===== config.mk =====
export PLATFORM = sky130hd
export DESIGN_NAME = deadline_timer_queue_flat
export DESIGN_NICKNAME = d
export VERILOG_FILES = /design/src/hw/rtl/dtq_pkg.sv /design/src/hw/rtl/dtq_if.sv /design/src/hw/rtl/dtq_ctrl.sv /design/src/hw/rtl/dtq_datapath.sv /design/src/hw/rtl/deadline_timer_queue.sv /design/src/flat_wrapper.sv
export SDC_FILE = /design/constraint.sdc
export NUM_CORES = 2
export LEC_CHECK = 0
export ABC_AREA = 1
export BUFFER_PORTS_ARGS = -buffer_cell sky130_fd_sc_hd__buf_2
export CORE_MARGIN = 4
export CORE_UTILIZATION = 55
export CTS_CLUSTER_DIAMETER = 200
export CTS_CLUSTER_SIZE = 24
export DETAILED_ROUTE_END_ITERATION = 12
export PLACE_DENSITY = 0.71
export SLEW_MARGIN = 20
export SYNTH_ARGS = -nofsm -noshare
export SYNTH_HDL_FRONTEND = slang
export SYNTH_HIERARCHICAL = 1
export SYNTH_SLANG_ARGS = --single-unit

===== constraint.sdc =====
create_clock -name clk -period 7.05 [get_ports clk]
set_clock_uncertainty 0.1 [all_clocks]
set_input_delay 0.705 -clock clk [delete_from_list [all_inputs] [get_ports clk]]
set_output_delay 0.705 -clock clk [all_outputs]
set_load 0.05 [all_outputs]

===== src/hw/rtl/dtq_pkg.sv =====
// ----------------------------------------------------------------------------
// dtq_pkg
// Shared types and constants of the deadline timer queue.
// ----------------------------------------------------------------------------
`default_nettype none

package dtq_pkg;

	localparam int ENTRIES_DEF   = 16;
	localparam int HANDLES_DEF   = 64;
	localparam int TIME_BITS_DEF = 48;
	localparam int ORDER_BITS    = 32;
	localparam int KIND_W        = 3;

	typedef enum logic [1:0] {
		ACT_ARM    = 2'd0,
		ACT_CANCEL = 2'd1,
		ACT_TICK   = 2'd2,
		ACT_DROP   = 2'd3
	} act_t;

	typedef enum logic [KIND_W-1:0] {
		KIND_DUE       = 3'd0,
		KIND_CANCELLED = 3'd1,
		KIND_IMMEDIATE = 3'd2,
		KIND_FULL      = 3'd3,
		KIND_LIVE      = 3'd4
	} kind_t;

	typedef enum logic [2:0] {
		ST_IDLE,
		ST_SCAN,
		ST_ACT,
		ST_PUSH,
		ST_EMIT
	} state_t;

	// Commands from the controller to the datapath.
	typedef struct packed {
		logic load;      // capture the accepted beat
		logic drop;      // empty the store
		logic scan_clr;  // restart the slot scan
		logic scan_go;   // advance the slot scan
		logic commit;    // store an arm or kill a cancelled entry
		logic remove;    // free the best due entry
		logic pend_load; // keep the best due handle as pending result
		logic emit;      // load the output register
		logic emit_last; // the emitted beat ends this item
	} cmd_t;

	// Status from the datapath to the controller.
	typedef struct packed {
		act_t action;
		logic scan_done;
		logic has_result;
		logic best_found;
		logic best_live;
		logic pend_valid;
		logic out_free;
	} status_t;

endpackage

`default_nettype wire


===== src/hw/rtl/dtq_if.sv =====
// ----------------------------------------------------------------------------
// dtq_if
// Request and result channels of the deadline timer queue.
// ----------------------------------------------------------------------------
`default_nettype none

interface dtq_req_if #(
	parameter int HW = 6,
	parameter int TW = 48
);
	logic          valid;
	logic          ready;
	logic [1:0]    action;
	logic [HW-1:0] handle;
	logic [TW-1:0] deadline;
	logic [TW-1:0] now;

	modport source (output valid, action, handle, deadline, now, input ready);
	modport sink (input valid, action, handle, deadline, now, output ready);
endinterface

interface dtq_res_if #(
	parameter int HW = 6
);
	logic          valid;
	logic          ready;
	logic [HW-1:0] out_handle;
	logic [2:0]    kind;
	logic          last;

	modport source (output valid, out_handle, kind, last, input ready);
	modport sink (input valid, out_handle, kind, last, output ready);
endinterface

`default_nettype wire


===== src/hw/rtl/dtq_ctrl.sv =====
// ----------------------------------------------------------------------------
// dtq_ctrl
// Controller: sequences the slot scans, commits and result beats of one item.
// ----------------------------------------------------------------------------
`default_nettype none

module dtq_ctrl (
	input  wire              clk,
	input  wire              arst_n,
	input  wire              in_valid,
	output logic             in_ready,
	input  dtq_pkg::status_t status,
	output dtq_pkg::cmd_t    cmd
);
	import dtq_pkg::*;

	state_t state_q, state_d;

	always_ff @(posedge clk or negedge arst_n) begin
		if (!arst_n) begin
			state_q <= ST_IDLE;
		end else begin
			state_q <= state_d;
		end
	end

	always_comb begin
		state_d  = state_q;
		cmd      = '0;
		in_ready = 1'b0;
		case (state_q)
			ST_IDLE: begin
				in_ready = 1'b1;
				if (in_valid) begin
					cmd.load     = 1'b1;
					cmd.scan_clr = 1'b1;
					state_d      = ST_SCAN;
				end
			end
			ST_SCAN: begin
				cmd.scan_go = 1'b1;
				if (status.scan_done) begin
					state_d = ST_ACT;
				end
			end
			ST_ACT: begin
				case (status.action)
					ACT_TICK: begin
						if (status.best_found && status.best_live && status.pend_valid) begin
							state_d = ST_PUSH;
						end else if (status.best_found) begin
							cmd.remove    = 1'b1;
							cmd.pend_load = status.best_live;
							cmd.scan_clr  = 1'b1;
							state_d       = ST_SCAN;
						end else if (status.pend_valid) begin
							state_d = ST_EMIT;
						end else begin
							state_d = ST_IDLE;
						end
					end
					ACT_DROP: begin
						cmd.drop = 1'b1;
						state_d  = ST_IDLE;
					end
					default: begin
						cmd.commit = 1'b1;
						state_d    = status.has_result ? ST_EMIT : ST_IDLE;
					end
				endcase
			end
			ST_PUSH: begin
				if (status.out_free) begin
					cmd.emit      = 1'b1;
					cmd.remove    = 1'b1;
					cmd.pend_load = 1'b1;
					cmd.scan_clr  = 1'b1;
					state_d       = ST_SCAN;
				end
			end
			ST_EMIT: begin
				if (status.out_free) begin
					cmd.emit      = 1'b1;
					cmd.emit_last = 1'b1;
					state_d       = ST_IDLE;
				end
			end
			default: begin
				state_d = ST_IDLE;
			end
		endcase
	end

endmodule

`default_nettype wire


===== src/hw/rtl/dtq_datapath.sv =====
// ----------------------------------------------------------------------------
// dtq_datapath
// Datapath: slot memory, valid and live bits, scan compare and result register.
// ----------------------------------------------------------------------------
`default_nettype none

module dtq_datapath #(
	parameter int ENTRIES   = 16,
	parameter int HANDLES   = 64,
	parameter int TIME_BITS = 48
) (
	input  wire                          clk,
	input  wire                          arst_n,
	input  wire [1:0]                    in_action,
	input  wire [$clog2(HANDLES)-1:0]    in_handle,
	input  wire [TIME_BITS-1:0]          in_deadline,
	input  wire [TIME_BITS-1:0]          in_now,
	input  dtq_pkg::cmd_t                cmd,
	output dtq_pkg::status_t             status,
	output logic                         out_valid,
	input  wire                          out_ready,
	output logic [$clog2(HANDLES)-1:0]   out_handle,
	output logic [2:0]                   out_kind,
	output logic                         out_last
);
	import dtq_pkg::*;

	localparam int HW = $clog2(HANDLES);
	localparam int AW = $clog2(ENTRIES);
	localparam int CW = $clog2(ENTRIES + 1);
	localparam int MW = TIME_BITS + ORDER_BITS + HW;

	// Slot memory: {deadline, arm order, handle}.
	logic [MW-1:0] mem [ENTRIES];

	logic [ENTRIES-1:0]    valid_q, live_q;
	logic [ORDER_BITS-1:0] ctr_q;

	act_t                 action_q;
	logic [HW-1:0]        handle_q;
	logic [TIME_BITS-1:0] deadline_q, now_q;

	logic [CW-1:0] scan_idx_q;
	logic [AW-1:0] idx_s1;
	logic          chk_s1;
	logic [MW-1:0] rd_s1;

	logic          found_q, free_found_q, best_found_q;
	logic [AW-1:0] found_idx_q, free_idx_q, best_idx_q;
	logic [TIME_BITS-1:0]  best_dl_q;
	logic [ORDER_BITS-1:0] best_ord_q;
	logic [HW-1:0]         best_handle_q;

	logic          pend_valid_q;
	logic [HW-1:0] pend_handle_q;

	logic                  out_valid_q, out_last_q;
	logic [HW-1:0]         out_handle_q;
	kind_t                 out_kind_q;

	logic [TIME_BITS-1:0]  rd_dl;
	logic [ORDER_BITS-1:0] rd_ord;
	logic [HW-1:0]         rd_handle;
	logic                  rd_valid, rd_live, better;
	logic                  has_result;
	kind_t                 res_kind;

	assign rd_dl     = rd_s1[MW-1 -: TIME_BITS];
	assign rd_ord    = rd_s1[HW +: ORDER_BITS];
	assign rd_handle = rd_s1[HW-1:0];
	assign rd_valid  = valid_q[idx_s1];
	assign rd_live   = live_q[idx_s1];
	assign better    = !best_found_q || (rd_dl < best_dl_q) ||
	                   ((rd_dl == best_dl_q) && (rd_ord < best_ord_q));

	// Outcome of an arm or cancel once the scan is over.
	always_comb begin
		has_result = 1'b0;
		res_kind   = KIND_DUE;
		case (action_q)
			ACT_ARM: begin
				has_result = 1'b1;
				if (found_q) begin
					res_kind = KIND_LIVE;
				end else if (deadline_q <= now_q) begin
					res_kind = KIND_IMMEDIATE;
				end else if (!free_found_q) begin
					res_kind = KIND_FULL;
				end else begin
					has_result = 1'b0;
				end
			end
			ACT_CANCEL: begin
				has_result = found_q;
				res_kind   = KIND_CANCELLED;
			end
			default: begin
				has_result = 1'b0;
			end
		endcase
	end

	always_ff @(posedge clk) begin
		if (cmd.load) begin
			action_q   <= act_t'(in_action);
			handle_q   <= in_handle;
			deadline_q <= in_deadline;
			now_q      <= in_now;
		end
		if (cmd.scan_go && (scan_idx_q != CW'(ENTRIES))) begin
			rd_s1  <= mem[scan_idx_q[AW-1:0]];
			idx_s1 <= scan_idx_q[AW-1:0];
		end
		if (cmd.commit && (action_q == ACT_ARM) && !has_result) begin
			mem[free_idx_q] <= {deadline_q, ctr_q, handle_q};
		end
		if (chk_s1) begin
			if (rd_valid && rd_live && (rd_handle == handle_q) && !found_q) begin
				found_idx_q <= idx_s1;
			end
			if (!rd_valid && !free_found_q) begin
				free_idx_q <= idx_s1;
			end
			if (rd_valid && (rd_dl <= now_q) && better) begin
				best_idx_q    <= idx_s1;
				best_dl_q     <= rd_dl;
				best_ord_q    <= rd_ord;
				best_handle_q <= rd_handle;
			end
		end
		if (cmd.pend_load) begin
			pend_handle_q <= best_handle_q;
		end
		if (cmd.emit) begin
			out_last_q <= cmd.emit_last;
			if (action_q == ACT_TICK) begin
				out_handle_q <= pend_handle_q;
				out_kind_q   <= KIND_DUE;
			end else begin
				out_handle_q <= handle_q;
				out_kind_q   <= res_kind;
			end
		end
	end

	always_ff @(posedge clk or negedge arst_n) begin
		if (!arst_n) begin
			valid_q      <= '0;
			live_q       <= '0;
			ctr_q        <= '0;
			scan_idx_q   <= '0;
			chk_s1       <= 1'b0;
			found_q      <= 1'b0;
			free_found_q <= 1'b0;
			best_found_q <= 1'b0;
			pend_valid_q <= 1'b0;
			out_valid_q  <= 1'b0;
		end else begin
			if (cmd.load) begin
				pend_valid_q <= 1'b0;
			end
			if (cmd.scan_clr) begin
				scan_idx_q   <= '0;
				chk_s1       <= 1'b0;
				found_q      <= 1'b0;
				free_found_q <= 1'b0;
				best_found_q <= 1'b0;
			end else begin
				if (cmd.scan_go && (scan_idx_q != CW'(ENTRIES))) begin
					scan_idx_q <= scan_idx_q + CW'(1);
					chk_s1     <= 1'b1;
				end else begin
					chk_s1 <= 1'b0;
				end
				if (chk_s1) begin
					if (rd_valid && rd_live && (rd_handle == handle_q)) begin
						found_q <= 1'b1;
					end
					if (!rd_valid) begin
						free_found_q <= 1'b1;
					end
					if (rd_valid && (rd_dl <= now_q)) begin
						best_found_q <= 1'b1;
					end
				end
			end
			if (cmd.commit) begin
				if ((action_q == ACT_ARM) && !has_result) begin
					valid_q[free_idx_q] <= 1'b1;
					live_q[free_idx_q]  <= 1'b1;
					ctr_q               <= ctr_q + ORDER_BITS'(1);
				end else if ((action_q == ACT_CANCEL) && found_q) begin
					live_q[found_idx_q] <= 1'b0;
				end
			end
			if (cmd.remove) begin
				valid_q[best_idx_q] <= 1'b0;
				live_q[best_idx_q]  <= 1'b0;
			end
			if (cmd.pend_load) begin
				pend_valid_q <= 1'b1;
			end
			if (cmd.drop) begin
				valid_q <= '0;
				live_q  <= '0;
			end
			if (cmd.emit) begin
				out_valid_q <= 1'b1;
			end else if (out_ready) begin
				out_valid_q <= 1'b0;
			end
		end
	end

	assign status.action     = action_q;
	assign status.scan_done  = (scan_idx_q == CW'(ENTRIES)) && !chk_s1;
	assign status.has_result = has_result;
	assign status.best_found = best_found_q;
	assign status.best_live  = live_q[best_idx_q];
	assign status.pend_valid = pend_valid_q;
	assign status.out_free   = !out_valid_q || out_ready;

	assign out_valid  = out_valid_q;
	assign out_handle = out_handle_q;
	assign out_kind   = out_kind_q;
	assign out_last   = out_last_q;

endmodule

`default_nettype wire


===== src/hw/rtl/deadline_timer_queue.sv =====
// ----------------------------------------------------------------------------
// deadline_timer_queue
// Top level: a store of armed waits that fires them by deadline and arm order.
// ----------------------------------------------------------------------------
// One request beat is taken at a time; the next is accepted once every result
// beat of the previous one has been loaded into the output register. Every
// request, drop-all included, first sweeps the slot memory, one slot per cycle
// through its single read port. A request that returns a result beat may also
// wait on the result channel. A tick repeats that sweep once for each entry it
// removes and once more to find that none is left due. Result beats are staged
// in an output register, so the downstream side can stall without losing a
// beat; the beat that ends an item carries last. No clearing pass runs after
// reset.
`default_nettype none

module deadline_timer_queue #(
	parameter int ENTRIES   = dtq_pkg::ENTRIES_DEF,
	parameter int HANDLES   = dtq_pkg::HANDLES_DEF,
	parameter int TIME_BITS = dtq_pkg::TIME_BITS_DEF
) (
	input  wire     clk,
	input  wire     arst_n,
	dtq_req_if.sink req,
	dtq_res_if.source res
);
	import dtq_pkg::*;

	cmd_t    cmd;
	status_t status;

	// The controller owns the sequencing; it sees the datapath only through
	// the command and status structs.
	dtq_ctrl u_ctrl (
		.clk      (clk),
		.arst_n   (arst_n),
		.in_valid (req.valid),
		.in_ready (req.ready),
		.status   (status),
		.cmd      (cmd)
	);

	// The datapath holds the slots, the scan compare and the result register.
	dtq_datapath #(
		.ENTRIES   (ENTRIES),
		.HANDLES   (HANDLES),
		.TIME_BITS (TIME_BITS)
	) u_datapath (
		.clk         (clk),
		.arst_n      (arst_n),
		.in_action   (req.action),
		.in_handle   (req.handle),
		.in_deadline (req.deadline),
		.in_now      (req.now),
		.cmd         (cmd),
		.status      (status),
		.out_valid   (res.valid),
		.out_ready   (res.ready),
		.out_handle  (res.out_handle),
		.out_kind    (res.kind),
		.out_last    (res.last)
	);

endmodule

`default_nettype wire


===== src/flat_wrapper.sv =====
// flat-port wrapper written by rule: the top's interface ports become plain ports
module deadline_timer_queue_flat import dtq_pkg::*;
#(
	parameter int ENTRIES   = dtq_pkg::ENTRIES_DEF,
	parameter int HANDLES   = dtq_pkg::HANDLES_DEF,
	parameter int TIME_BITS = dtq_pkg::TIME_BITS_DEF
)
  (clk, arst_n, req_valid, req_action, req_handle, req_deadline, req_now, req_ready, res_valid, res_out_handle, res_kind, res_last, res_ready);
  dtq_req_if #(.HW(6), .TW(48)) req_i ();
  dtq_res_if #(.HW(6)) res_i ();
  input  wire clk;
  input  wire arst_n;
  input wire logic [$bits(req_i.valid)-1:0] req_valid;
  input wire logic [$bits(req_i.action)-1:0] req_action;
  input wire logic [$bits(req_i.handle)-1:0] req_handle;
  input wire logic [$bits(req_i.deadline)-1:0] req_deadline;
  input wire logic [$bits(req_i.now)-1:0] req_now;
  output wire logic [$bits(req_i.ready)-1:0] req_ready;
  output wire logic [$bits(res_i.valid)-1:0] res_valid;
  output wire logic [$bits(res_i.out_handle)-1:0] res_out_handle;
  output wire logic [$bits(res_i.kind)-1:0] res_kind;
  output wire logic [$bits(res_i.last)-1:0] res_last;
  input wire logic [$bits(res_i.ready)-1:0] res_ready;
  assign req_i.valid = req_valid;
  assign req_i.action = req_action;
  assign req_i.handle = req_handle;
  assign req_i.deadline = req_deadline;
  assign req_i.now = req_now;
  assign req_ready = req_i.ready;
  assign res_valid = res_i.valid;
  assign res_out_handle = res_i.out_handle;
  assign res_kind = res_i.kind;
  assign res_last = res_i.last;
  assign res_i.ready = res_ready;
  deadline_timer_queue #(.ENTRIES(ENTRIES), .HANDLES(HANDLES), .TIME_BITS(TIME_BITS)) u_core (.clk(clk), .arst_n(arst_n), .req(req_i), .res(res_i));
endmodule

==> impl_metrics.json <==
{
  "wire_per_inst_um": 24.0,
  "cp_slowest_cell": "nor3_1",
  "tritoncts": "built",
  "die_y_um": 369,
  "pwr-share-seq": 0.544,
  "path_cells": "ha_1 > nand4_1 > nor2_1 > nand2_1 > nor3_1 > nand2_1 > nand3_2 > nand2_4 > nand4_1 > inv_6 > buf_4",
  "min_from": "req_handle[1]",
  "fin_crit_sh": 0.717,
  "antenna_cells": 0,
  "grt-ovfl-total": 0,
  "fin_crit_ns": 5.05,
  "rsz0062_at_grt": "no",
  "synthToLayoutAreaGrowth_pct": 6.73,
  "tightest_slew_ns": 1.12,
  "cts_buffers": 83,
  "syn-instance-count": 5519,
  "viasPerCell": 6.16,
  "cts.sinks": 1762,
  "ant_nets": 0,
  "grt_max_degree": 220,
  "nNetsFinal": 5800,
  "peakVddDrop_uv": 288,
  "clock_tree.htree_level_count": 3,
  "dp_hpwl_um": 95300,
  "maxSlewHeadroom": 0.253,
  "gp_congestion": 0.905,
  "ys.flop_type": "edfxtp_1",
  "fin_hold_ws_ns": 0.0470,
  "initial_core_util": 0.554,
  "io_buffers": 119,
  "yosys-top-cells-area": "edfxtp_1 (70%), o21ai_0 (5.3%), nor2_1 (4.2%)",
  "vias": 45000,
  "first_global_vias": 43200,
  "worst-endpoint-required_ns": 7.39,
  "setup_tns_ns": 0,
  "totalWireLength_um": 175000,
  "finalHoldViolations": 0,
  "multi_input_area_um2": 16900,
  "synth_nets": 5805,
  "synth_area_leader_cell": "edfxtp_1",
  "postCtsSetupBuffers": 0,
  "clock_latency_ns": 0.74,
  "fill_cells": 9965,
  "root_buffer": "clkbuf_16",
  "yosysTopAreaCellShare": 0.704,
  "synth_edf_count": 1684,
  "p_switching_mw": 8.06,
  "p_clk_frac": 0.217,
  "syn_avg_cell_area_um2": 13.0,
  "crit_path_max_incr_delay_ns": 0.89,
  "ctsHoldBuffers": 27,
  "register_area_um2": 52500,
  "grt_pass1_wl_um": 264000,
  "final_core_util": 0.591,
  "instances_no_fill": 7292,
  "crit_arrival_ns": 5.40,
  "clk_path_buf_depth": 3,
  "p_comb_frac": 0.239,
  "route.detailed.drc": 0,
  "die_w_um": 369,
  "first_pass_iters": 7,
  "maxCapViolations": 0,
  "ctsResizeCount": 0,
  "fin_area_um2": 76600,
  "cp-startpoint": "u_core/u_datapath/deadline_q[31]",
  "grtUsageTotal": 0.252,
  "yosysWarningCount": 6,
  "dp.cells": 7143,
  "async_flop_share": 0.0443,
  "ys_ff_latch": 1762,
  "antenna_found_initial": 2,
  "p_int_mw": 16.6,
  "outcome": "complete, no violations",
  "placedInstanceArea_um2": 74000,
  "drv_slew": 0,
  "p_leak_nw": 25.7,
  "drt_iter0_drc": 5373,
  "setup_viol": 0,
  "swShare": 0.327,
  "die_area_um2": 136000,
  "drive_gt1_frac": 0.0652,
  "yosysSeqAreaShare": 0.731,
  "startpoint_type": "register",
  "critical_path_class": "register to register",
  "core-area_um2": 130000,
  "rows": 132,
  "p_per_area_nw_per_um2": 322,
  "clk_pin_slew_ns": 0.10,
  "clock.fmax_mhz": 198,
  "synthesis.area_um2": 71800,
  "synth_cell_types": 45,
  "r2r_start": "u_core/u_datapath/deadline_q[31]",
  "path_max_fanout": 62,
  "ioPinCount": 120,
  "hold_path_class": "input pin to register",
  "crit_path_end_kind": "register"
}
-- final timing paths --
check                                                      to  slack [ns]  cells past startpoint
max in group asynchronous     u_core/u_datapath/scan_idx_q[0]        5.14                      3
min in group asynchronous         u_core/u_datapath/ctr_q[17]        0.34                      2
max reg2reg                     u_core/u_datapath/mem[14][40]        2.00                     11
min reg2reg                u_core/u_datapath/pend_handle_q[0]        0.34                      0
max                             u_core/u_datapath/mem[14][40]        2.00                     11
min                             u_core/u_datapath/handle_q[1]        0.05                      1
-- placed cells by master (no fill, tap or decap), types with 4 or more instances in the layout --
master / synthesis / routed
a21oi_1: 168 / 168
a22oi_1: 4 / 4
buf_12: 0 / 5
buf_2: 14 / 118
buf_4: 6 / 60
clkbuf_1: 254 / 30
clkbuf_16: 0 / 85
dfrtp_1: 78 / 75
dlygate4sd3_1: 0 / 27
edfxtp_1: 1684 / 1684
ha_1: 178 / 178
inv_1: 324 / 305
inv_6: 0 / 19
mux2_2: 4 / 4
nand2_1: 439 / 439
nand3_1: 171 / 171
nand4_1: 63 / 63
nor2_1: 797 / 794
nor2_2: 4 / 4
nor3_1: 30 / 30
nor4_1: 7 / 7
o211ai_1: 44 / 44
o21a_1: 4 / 4
o21ai_0: 761 / 761
o21ai_2: 31 / 31
o221ai_1: 140 / 140
o22ai_1: 213 / 213
or2_2: 9 / 9
xnor2_1: 8 / 8
xor2_1: 26 / 26
-- final cells by class --
cell class	instances	share of cell area
Multi-Input combinational cell	3127	0.220
Inverter	330	0.0175
Tap cell	1742	0.0284
Timing Repair Buffer	210	0.0184
Sequential cell	1762	0.685
Clock buffer	115	0.0292
Clock inverter	6	0.000980
-- routing by layer --
metal  share of wire  vias up  global-route usage  wire [um]
li1                -    20200                   -          -
met1            0.41    22400               0.367      72300
met2            0.48     2088               0.407      84000
met3           0.081      280              0.0302      14100
met4           0.026        4              0.0669       4500
met5         0.00014        -                   0         25
-- critical path: cells and delay by family, from the launching register on --
family | cells | cell delay [ns]
and+or+nand+nor | 8 | 2.73
buffers and inverters | 2 | 0.69
DFF | 1 | 0.67
adders and majority gates | 1 | 0.45
-- cell usage after synthesis (9+ instances only) --
cell and count:
edfxtp_1 1684, nand4_1 63, o211ai_1 44, ha_1 178, buf_1 20, o21ai_0 761, or2_2 9, nor3_1 30
inv_1 324, buf_2 14, nand2_1 439, o22ai_1 213, dfrtp_1 78, o21ai_2 31, nor2_1 797, clkbuf_1 254
xor2_1 26, nand3_1 171, a21oi_1 168, o221ai_1 140
-- flip-flops by register name (all words and copies together) (netlist names), 16 cells and up --
name / cells
u_core/u_datapath/ctr_q: 32
u_core/u_datapath/valid_q: 16
u_core/u_datapath/rd_s1: 86
u_core/u_datapath/deadline_q: 48
u_core/u_datapath/now_q: 48
u_core/u_datapath/live_q: 16
u_core/u_datapath/best_ord_q: 32
u_core/u_datapath/best_dl_q: 48
u_core/u_datapath/mem: 1376
-- power groups by stage --
| stage | combinational [mW] | clock (mW) | sequential [mW] |
|---|---|---|---|
| after global placement | 5.65 | 0 | 13.6 |
| after CTS | 5.85 | 5.44 | 13.4 |
| final | 5.89 | 5.34 | 13.4 |
| after floorplan | 4.02 | 0 | 13.3 |
| after detailed placement | 5.81 | 0 | 13.6 |
| after global routing | 6.56 | 5.84 | 13.5 |
-- kinds of logic after synthesis --
logic type / after synthesis / share of synthesized area
buffers and inverters: 630 / 0.0341
xor gates and xnor gates: 34 / 0.00415
DFF: 1762 / 0.731
AOI/OAI and AO/OA: 1377 / 0.111
and+or+nand+nor: 1534 / 0.0879
muxes: 4 / 0.000627
adders and majority gates: 178 / 0.0310
-- metrics by stage --
stage	setup slack, ns	power, mW
floorplan	0.965	17.4
global placement	2.04	19.3
detailed placement	2.00	19.4
CTS	1.99	24.7
global route	1.99	25.9
finish	2.00	24.7
No activity file was read; power rests on OpenSTA's default activity.
